### src/sv/mbt_pkg.sv
// Shared types and constants of the Mandelbrot escape-time block.
package mbt_pkg;

  localparam int unsigned QW      = 32;  // signed Q4.28 coordinate width
  localparam int unsigned STEPW   = 31;  // unsigned Q3.28 step width
  localparam int unsigned MAGW    = 32;  // unsigned Q8.24 magnitude width
  localparam int unsigned OPW     = 32;  // multiplier operand width
  localparam int unsigned PRODW   = 64;  // multiplier product width
  localparam int unsigned LANES   = 3;   // multiplier lanes in the shared unit
  localparam int unsigned WW      = 38;  // width of the floored square terms
  localparam int unsigned ZW      = 39;  // width of a new orbit component
  localparam int unsigned CFG_IW  = 3;   // register index width
  localparam int unsigned CFG_DW  = 32;  // register data width

  localparam logic [QW-1:0]   Q_MAX   = 32'h7FFF_FFFF;
  localparam logic [QW-1:0]   Q_MIN   = 32'h8000_0000;
  localparam logic [MAGW-1:0] MAG_SAT = 32'hFFFF_FFFF;

  typedef enum logic [CFG_IW-1:0] {
    CFG_LEFT_EDGE   = 3'd0,
    CFG_TOP_EDGE    = 3'd1,
    CFG_COLUMN_STEP = 3'd2,
    CFG_ROW_STEP    = 3'd3,
    CFG_MAX_ITER    = 3'd4,
    CFG_ESCAPE_SQ   = 3'd5
  } cfg_idx_e;

  typedef enum logic [2:0] {
    ST_IDLE,
    ST_MAP,
    ST_CSET,
    ST_ADD,
    ST_MUL,
    ST_CMP,
    ST_DONE
  } state_e;

  typedef enum logic {
    MSEL_MAP,
    MSEL_SQ
  } mul_sel_e;

  typedef logic [LANES-1:0][OPW-1:0]   mul_ops_t;
  typedef logic [LANES-1:0][PRODW-1:0] mul_prods_t;

  // Sequencer to datapath.
  typedef struct packed {
    logic     take_xy;
    logic     mul_en;
    mul_sel_e mul_sel;
    logic     load_c;
    logic     clear_w;
    logic     load_w;
    logic     load_z;
  } ctl_t;

  // Datapath to sequencer.
  typedef struct packed {
    logic            huge;
    logic            ovf;
    logic            over;
    logic [MAGW-1:0] sum_hi;
  } sts_t;

endpackage

### src/sv/mbt_ctrl.sv
// Sequencer: handshakes, iteration count, result capture and output register.
module mbt_ctrl #(
  parameter int unsigned ITER_BITS = 8
) (
  input  logic                       clk_i,
  input  logic                       rst_ni,
  input  logic [ITER_BITS-1:0]       max_iter_i,
  input  logic                       in_valid_i,
  output logic                       in_ready_o,
  output mbt_pkg::ctl_t              ctl_o,
  input  mbt_pkg::sts_t              sts_i,
  output logic                       out_valid_o,
  input  logic                       out_ready_i,
  output logic                       out_esc_o,
  output logic [ITER_BITS-1:0]       out_step_o,
  output logic [mbt_pkg::MAGW-1:0]   out_mag_o
);
  import mbt_pkg::*;

  state_e               state_q, state_d;
  logic [ITER_BITS-1:0] iter_q, iter_d;
  logic                 res_esc_q, res_esc_d;
  logic [ITER_BITS-1:0] res_step_q, res_step_d;
  logic [MAGW-1:0]      res_mag_q, res_mag_d;
  logic                 res_load;
  logic                 out_load;
  logic                 m_valid_q, m_valid_d;
  logic                 m_esc_q;
  logic [ITER_BITS-1:0] m_step_q;
  logic [MAGW-1:0]      m_mag_q;
  logic                 last_iter;
  logic                 out_free;

  assign last_iter = ITER_BITS'(iter_q + 1'b1) == max_iter_i;
  assign out_free  = !m_valid_q || out_ready_i;

  // Next state.
  always_comb begin
    state_d = state_q;
    unique case (state_q)
      ST_IDLE: if (in_valid_i) state_d = ST_MAP;
      ST_MAP:  state_d = ST_CSET;
      ST_CSET: state_d = (max_iter_i == '0) ? ST_DONE : ST_ADD;
      ST_ADD:  state_d = sts_i.huge ? ST_DONE : ST_MUL;
      ST_MUL:  state_d = ST_CMP;
      ST_CMP: begin
        if (sts_i.ovf || sts_i.over || last_iter) begin
          state_d = ST_DONE;
        end else begin
          state_d = ST_ADD;
        end
      end
      ST_DONE: if (out_free) state_d = ST_IDLE;
      default: state_d = ST_IDLE;
    endcase
  end

  // Outputs of the sequencer.
  always_comb begin
    ctl_o      = '0;
    ctl_o.mul_sel = MSEL_MAP;
    in_ready_o = 1'b0;
    iter_d     = iter_q;
    res_load   = 1'b0;
    res_esc_d  = 1'b0;
    res_step_d = '0;
    res_mag_d  = '0;
    out_load   = 1'b0;
    unique case (state_q)
      ST_IDLE: begin
        in_ready_o    = 1'b1;
        ctl_o.take_xy = in_valid_i;
      end
      ST_MAP: begin
        ctl_o.mul_en  = 1'b1;
        ctl_o.mul_sel = MSEL_MAP;
      end
      ST_CSET: begin
        ctl_o.load_c  = 1'b1;
        ctl_o.clear_w = 1'b1;
        iter_d        = '0;
        res_load      = (max_iter_i == '0);
      end
      ST_ADD: begin
        ctl_o.load_z = 1'b1;
        if (sts_i.huge) begin
          res_load   = 1'b1;
          res_esc_d  = 1'b1;
          res_step_d = iter_q;
          res_mag_d  = MAG_SAT;
        end
      end
      ST_MUL: begin
        ctl_o.mul_en  = 1'b1;
        ctl_o.mul_sel = MSEL_SQ;
      end
      ST_CMP: begin
        ctl_o.mul_sel = MSEL_SQ;
        priority if (sts_i.ovf) begin
          res_load   = 1'b1;
          res_esc_d  = 1'b1;
          res_step_d = iter_q;
          res_mag_d  = MAG_SAT;
        end else if (sts_i.over) begin
          res_load   = 1'b1;
          res_esc_d  = 1'b1;
          res_step_d = iter_q;
          res_mag_d  = sts_i.sum_hi;
        end else if (last_iter) begin
          res_load = 1'b1;
        end else begin
          ctl_o.load_w = 1'b1;
          iter_d       = ITER_BITS'(iter_q + 1'b1);
        end
      end
      ST_DONE: begin
        out_load = out_free;
      end
      default: begin
        ctl_o = '0;
      end
    endcase
  end

  always_comb begin
    m_valid_d = m_valid_q;
    if (out_load) begin
      m_valid_d = 1'b1;
    end else if (out_ready_i) begin
      m_valid_d = 1'b0;
    end
  end

  always_ff @(posedge clk_i or negedge rst_ni) begin
    if (!rst_ni) begin
      state_q   <= ST_IDLE;
      iter_q    <= '0;
      m_valid_q <= 1'b0;
    end else begin
      state_q   <= state_d;
      iter_q    <= iter_d;
      m_valid_q <= m_valid_d;
    end
  end

  always_ff @(posedge clk_i) begin
    if (res_load) begin
      res_esc_q  <= res_esc_d;
      res_step_q <= res_step_d;
      res_mag_q  <= res_mag_d;
    end
    if (out_load) begin
      m_esc_q  <= res_esc_q;
      m_step_q <= res_step_q;
      m_mag_q  <= res_mag_q;
    end
  end

  assign out_valid_o = m_valid_q;
  assign out_esc_o   = m_esc_q;
  assign out_step_o  = m_step_q;
  assign out_mag_o   = m_mag_q;

  a_iter_in_range: assert property (@(posedge clk_i) disable iff (!rst_ni)
    (state_q == ST_CMP) |-> (iter_q < max_iter_i))
    else $error("iteration count passed the limit");

  a_accept_starts: assert property (@(posedge clk_i) disable iff (!rst_ni)
    (in_valid_i && in_ready_o) |=> (state_q == ST_MAP && !in_ready_o))
    else $error("accepted transaction did not start the mapping step");

  a_inside_zero: assert property (@(posedge clk_i) disable iff (!rst_ni)
    (m_valid_q && !m_esc_q) |-> (m_step_q == '0 && m_mag_q == '0))
    else $error("non-escaped result carries a step or magnitude");

  a_step_bound: assert property (@(posedge clk_i) disable iff (!rst_ni)
    (m_valid_q && m_esc_q) |-> (m_step_q < max_iter_i))
    else $error("escape step at or beyond the iteration limit");

endmodule

### config.mk
export PLATFORM = sky130hd
export DESIGN_NAME = mbt_ctrl
export DESIGN_NICKNAME = d
export VERILOG_FILES = /design/src/sv/mbt_pkg.sv /design/src/sv/mbt_ctrl.sv
export SDC_FILE = /design/constraint.sdc
export NUM_CORES = 1
export LEC_CHECK = 0
export BUFFER_PORTS_ARGS = -buffer_cell sky130_fd_sc_hd__buf_4
export CAP_MARGIN = 20
export CORE_MARGIN = 8
export CORE_UTILIZATION = 47
export DETAILED_ROUTE_END_ITERATION = 12
export HOLD_SLACK_MARGIN = 0.12
export PLACE_DENSITY_LB_ADDON = 0.1
export SLEW_MARGIN = 40
export SYNTH_ARGS = -nofsm -noshare
export SYNTH_HDL_FRONTEND = slang
export SYNTH_SLANG_ARGS = --single-unit
### constraint.sdc
create_clock -name clk_i -period 4.5 [get_ports clk_i]
set_input_delay 0 -clock clk_i [delete_from_list [all_inputs] [get_ports clk_i]]
set_output_delay 0 -clock clk_i [all_outputs]
set_load 0.02 [all_outputs]
# [Word-level counts from Yosys, hierarchy flattened]
# Index checks and enable logic that the tools add are counted.
[classes] n_addsub=1 n_eq_ne=12 mux=39 n_reduce_logical=12
[op_table] op="two-way mux 32 bit" n=3
[op_table] op="case mux 32 bit (2 select lines)" n=1
[op_table] op="two-way mux 8 bit" n=6
[op_table] op="case mux 8 bit (2 select lines)" n=2
[op_table] op="case mux 3 bit (7 select lines)" n=1
[op_table] op="two-way mux 1 bit" n=18
[op_table] op="two-way mux 3 bit" n=4
[op_table] op="!= test 2 bit (second input constant)" n=5
[op_table] op="== test 3 bit (second input constant)" n=3
[op_table] op="adder 8 x 1 -> 8 bit (second input constant)" n=1
[op_table] op="== test 8 bit" n=1
[op_table] op="logical NOT 8 bit" n=1
[op_table] op="== test 3 x 2 -> 1 bit (second input constant)" n=2
[op_table] op="two-way mux 2 bit" n=2
[op_table] op="AND reduction 4 bit" n=1
[op_table] op="nonzero test 2 bit" n=2
[op_table] op="OR reduction 2 bit" n=2
[op_table] op="== test 3 x 1 -> 1 bit (second input constant)" n=1
[op_table] op="logical NOT 3 bit" n=1
[op_table] op="logical OR 1 bit" n=3
[op_table] op="case mux 1 bit (3 select lines)" n=1
[op_table] op="case mux 1 bit (2 select lines)" n=1
[op_table] op="AND reduction 2 bit" n=1
[op_table] op="logical NOT 1 bit" n=1
[totals] register_bits=94 input_bits=47 out_inout_bits=50 elab_cells=73

# [Depth between registers and ports, before layout]
[depth] ltp_word=6 mapped_depth=9

# [Least setup slack after synthesis]
# OpenSTA, ideal clock, no wires.
[synth_path] kind="flip-flop to flip-flop" startpoint="reg iter_q[0]" endpoint="reg res_esc_q (enable)" setup_time_ns=0.503 arrival_ns=4.017 path_slack_ns=-0.020 path_stages_with_launch=7 period_less_slack_ns=4.520 path_cell_list="dfrtp_1 > nand3_2 > or4_1 > a2111o_1 > nor4_2 > nor3_1 > o32ai_1"
[synth_between] elab_chain_len=6
[synth_lines] element="start, declared" line_no="mbt_ctrl.sv:21" source="logic [ITER_BITS-1:0] iter_q, iter_d;"
[synth_lines] element="start signal, assigned" line_no="mbt_ctrl.sv:141" source="iter_q <= iter_d;"
[synth_lines] element="adder 8 x 1 -> 8 bit" line_no="mbt_ctrl.sv:34" source="assign last_iter = ITER_BITS'(iter_q + 1'b1) == max_iter_i;"
[synth_lines] element="== test 8 bit" line_no="mbt_ctrl.sv:34"
[synth_lines] element="two-way mux 1 bit" line_no="mbt_ctrl.sv:109" source="end else if (last_iter) begin"
[synth_lines] element="two-way mux 1 bit" line_no="mbt_ctrl.sv:104" source="end else if (sts_i.over) begin"
[synth_lines] element="two-way mux 1 bit" line_no="mbt_ctrl.sv:99" source="priority if (sts_i.ovf) begin"
[synth_lines] element="case mux 1 bit (3 select lines)" line_no="mbt_ctrl.sv:69" source="unique case (state_q)"
[synth_lines] element="net res_load" line_no="mbt_ctrl.sv:25" source="logic res_load;"
[synth_lines] element="end signal, assigned" line_no="mbt_ctrl.sv:148" source="res_esc_q <= res_esc_d;"
[synth_lines] element="end, declared" line_no="mbt_ctrl.sv:22" source="logic res_esc_q, res_esc_d;"
# The timed path passes the listed nets, and every way through them passes these cells.
# A chain may end at the register's enable or synchronous reset.

# [Worst setup path after layout]
[layout_path] startpoint="reg iter_q[2]" endpoint="reg state_q[2]"
[layout_between] elab_chain_len=5
[layout_lines] element="adder 8 x 1 -> 8 bit" line_no="mbt_ctrl.sv:34"
[layout_lines] element="== test 8 bit" line_no="mbt_ctrl.sv:34"
[layout_lines] element="logical OR 1 bit" line_no="mbt_ctrl.sv:47" source="if (sts_i.ovf || sts_i.over || last_iter) begin"
[layout_lines] element="two-way mux 3 bit" line_no="mbt_ctrl.sv:47"
[layout_lines] element="case mux 3 bit (7 select lines)" line_no="mbt_ctrl.sv:40" source="unique case (state_q)"
[layout_lines] element="end signal, assigned" line_no="mbt_ctrl.sv:140" source="state_q <= state_d;"
[layout_lines] element="end, declared" line_no="mbt_ctrl.sv:20" source="state_e state_q, state_d;"
# Every way passes these cells.

==> results.json <==
{
  "core_um2": 8093,
  "synth_top_cell_area_share_pct": 63.88,
  "holdBufCountCts": 42,
  "ys_top_cells_by_count": "edfxtp_1 (82), o21a_1 (34), nand2_1 (16), dfrtp_1 (12), and2_1 (10)",
  "placed_cell_area_um2": 4693,
  "die_width_um": 106.6,
  "clock_skew_ps": 13.65,
  "crit_arrival_ps": 4100,
  "cts_tree": "built",
  "insertion_delay_ps": 360,
  "final_area_um2": 5306,
  "fin_nets": 443,
  "cp.required_ps": 4790,
  "vias_per_cell": 5.154,
  "io_pins": 97,
  "post_cts_buffers": 0,
  "hold_viol": 0,
  "gp_congestion": 0.9117,
  "hp-class": "in2reg",
  "power_frac_seq_pct": 50.5,
  "holdPathStages": 5,
  "netlist_top_cells_area": "edfxtp_1 (64%), dfrtp_1 (7.8%), o21a_1 (6.6%)",
  "ctsResizeCount": 0,
  "grt_pass1_vias": 2623,
  "syn-instance-count": 260,
  "finalCritPeriodShare_pct": 84.60,
  "cp-end-kind": "flop",
  "synth.largest_area_cell": "edfxtp_1",
  "grt_pass1_wl_um": 13190,
  "power_density_nw_per_um2": 468.6,
  "antenna_found_initial": 0,
  "rsz0062_at_grt": "no",
  "grt_max_degree": 42,
  "htreeDepth": 3,
  "start_util_pct": 47.63,
  "clock_sinks": 94,
  "synthesis.nets": 308,
  "avgSynthCellArea_um2": 14.83,
  "reg2reg_depth": 8,
  "portBuffers": 96,
  "worst_pin_slew_ps": 641.6,
  "dieArea_um2": 11360,
  "crit_type": "reg2reg",
  "setup_violations": 0,
  "std_cell_rows": 33,
  "clockBufferDepth": 2,
  "vias": 2603,
  "critPathBufInv": 2,
  "vdd_drop_max_uv": 316.5,
  "cpLargestDelayFamily": "simple AND/OR/NAND/NOR gates",
  "hold_slack_ps": 357.9,
  "reg2reg_slack_ps": 690,
  "final_layout_size_suffix_gt1_share_pct": 32.50,
  "overflow": 0,
  "synth_edf_count": 82,
  "ant_nets": 0,
  "fin_util_pct": 65.57,
  "grt.total_usage_pct": 14.78,
  "startpoint_type": "flop",
  "root_buffer": "clkbuf_8",
  "first_pass_iters": 4,
  "crit_slowest_cell": "dlygate4sd3_1",
  "slew_headroom_pct": 57.07,
  "synth_most_common_cell": "edfxtp_1",
  "outcome": "complete, no violations",
  "p_comb_share_pct": 28.2,
  "drv_cap": 0,
  "ys.flop_type": "edfxtp_1",
  "power_frac_clock_pct": 21.4,
  "path_cells": "nand3_2 > or4_1 > a2111o_1 > nor4_2 > nor3_1 > dlygate4sd3_1 > a31oi_1 > dlygate4sd3_1",
  "clkTransAtPathRegs_ps": 90,
  "yosys_warnings": 0,
  "slew_viol_final": 0,
  "drc": 0,
  "final_cells": 505,
  "numCtsBuffers": 9,
  "drt_iter0_markers": 113,
  "ys_ff_latch": 94,
  "placed_cells": 447,
  "tns_ps": 0,
  "worst-path-max-fanout": 10,
  "synth_area_um2": 3855,
  "crit_cells": 8,
  "p_leak_nw": 2.035,
  "syn_to_final_growth_pct": 37.65,
  "post-route-min-period_ps": 3807,
  "synth.yosys.seq_area_share_pct": 71.67,
  "synthDistinctLibCells": 53,
  "critical_path.most_common_cell": "dlygate4sd3_1",
  "max_freq_mhz": 262.7,
  "antennaDiodeCount": 0,
  "switching_power_uw": 807.2,
  "async_reset_ff_share_pct": 12.77,
  "wl_per_cell_um": 16.54,
  "routed_wl_um": 8352,
  "die_h_um": 106.6,
  "slowest_delay_ps": 600,
  "netSwitchingFraction_pct": 32.46,
  "dpl.hpwl_um": 5617,
  "p_int_mw": 1.679
}
-- path summary, 6_finish.rpt --
path,start,endpoint
max reg2reg,iter_q[2],state_q[2]
max,iter_q[2],state_q[2]
min in group asynchronous,rst_ni,out_valid_o
min reg2reg,res_mag_q[27],out_mag_o[27]
min,max_iter_i[6],iter_q[4]
max in group asynchronous,rst_ni,iter_q[3]
-- power by group through the flow --
stage	clock (mW)	sequential (mW)	combinational [mW]
6_report	0.531	1.25	0.701
5_1_grt	0.582	1.27	0.758
4_1_cts	0.546	1.26	0.711
3_5_place_dp	0	1.28	0.663
3_3_place_gp	0	1.27	0.636
2_1_floorplan	0	1.31	0.343
-- per-stage QoR --
| step | power, mW | setup slack [ps] |
|---|---|---|
| global route | 2.612 | 537.1 |
| CTS | 2.513 | 768.5 |
| floorplan | 1.653 | 810.1 |
| finish | 2.487 | 692.9 |
| global placement | 1.905 | 1208 |
| detailed placement | 1.939 | 1113 |
-- metal layers --
metal / up-vias / global-route usage [%] / share of wire, %
met5: - / 0 / 0
met4: 0 / 6.633 / 1.9
met3: 15 / 4.537 / 6.7
met2: 98 / 23.18 / 48
met1: 1229 / 18.43 / 44
li1: 1261 / - / -
-- cells in the final DEF, fill, tap and decap left out, drive strengths merged, types with 2 or more instances in the layout --
cell type      n
a21oi          4
a221o          3
a31oi          3
and2          12
and3           5
buf          100
clkbuf         9
clkinv         3
clkinvlp       2
dfrtp         12
dlygate4sd3   42
edfxtp        82
inv            6
nand2         16
nand2b         2
nand3          5
nor2           8
nor2b          3
nor3           4
nor4           3
o211ai         2
o21a          34
o21ai          8
o22ai          3
o41a           2
xnor2          7
xor2           2
-- registers in the layout, indices dropped and copies added, names as in the netlist --
| name | flops |
|---|---|
| iter_q | 8 |
| out_esc_o | 1 |
| out_mag_o | 32 |
| out_step_o | 8 |
| out_valid_o | 1 |
| res_esc_q | 1 |
| res_mag_q | 32 |
| res_step_q | 8 |
| state_q | 3 |
-- cell families (layout without fill, tap and decap cells) --
logic type / after synthesis / count (layout) / synth area share (%)
multiplexers: 1 / 1 / 0.2921
AND/OR/NAND/NOR: 63 / 63 / 9.088
buffers and inverters: 22 / 162 / 3.148
flip-flops: 94 / 94 / 71.67
XOR/XNOR: 9 / 9 / 2.045
adder cells (fa/ha/maj): 1 / 1 / 0.3245
AO/OA/AOI/OAI: 70 / 70 / 13.44
-- cell type report --
type | instances | area [um2]
fill | 637 | 2786
sequential | 94 | 2763
timing repair buffer | 142 | 1194
multi-input combinational | 144 | 1011
tap | 105 | 131.4
clock buffer | 9 | 123.9
clock inverter | 7 | 68.82
inverter | 4 | 15.01
-- tightest hold or removal path: stages --
cell and delay [ps]:
buf_4 120, o311a_1 210, nor4_2 90, o21bai_1 140, o21a_1 120
(Power assumes the default switching activity.)
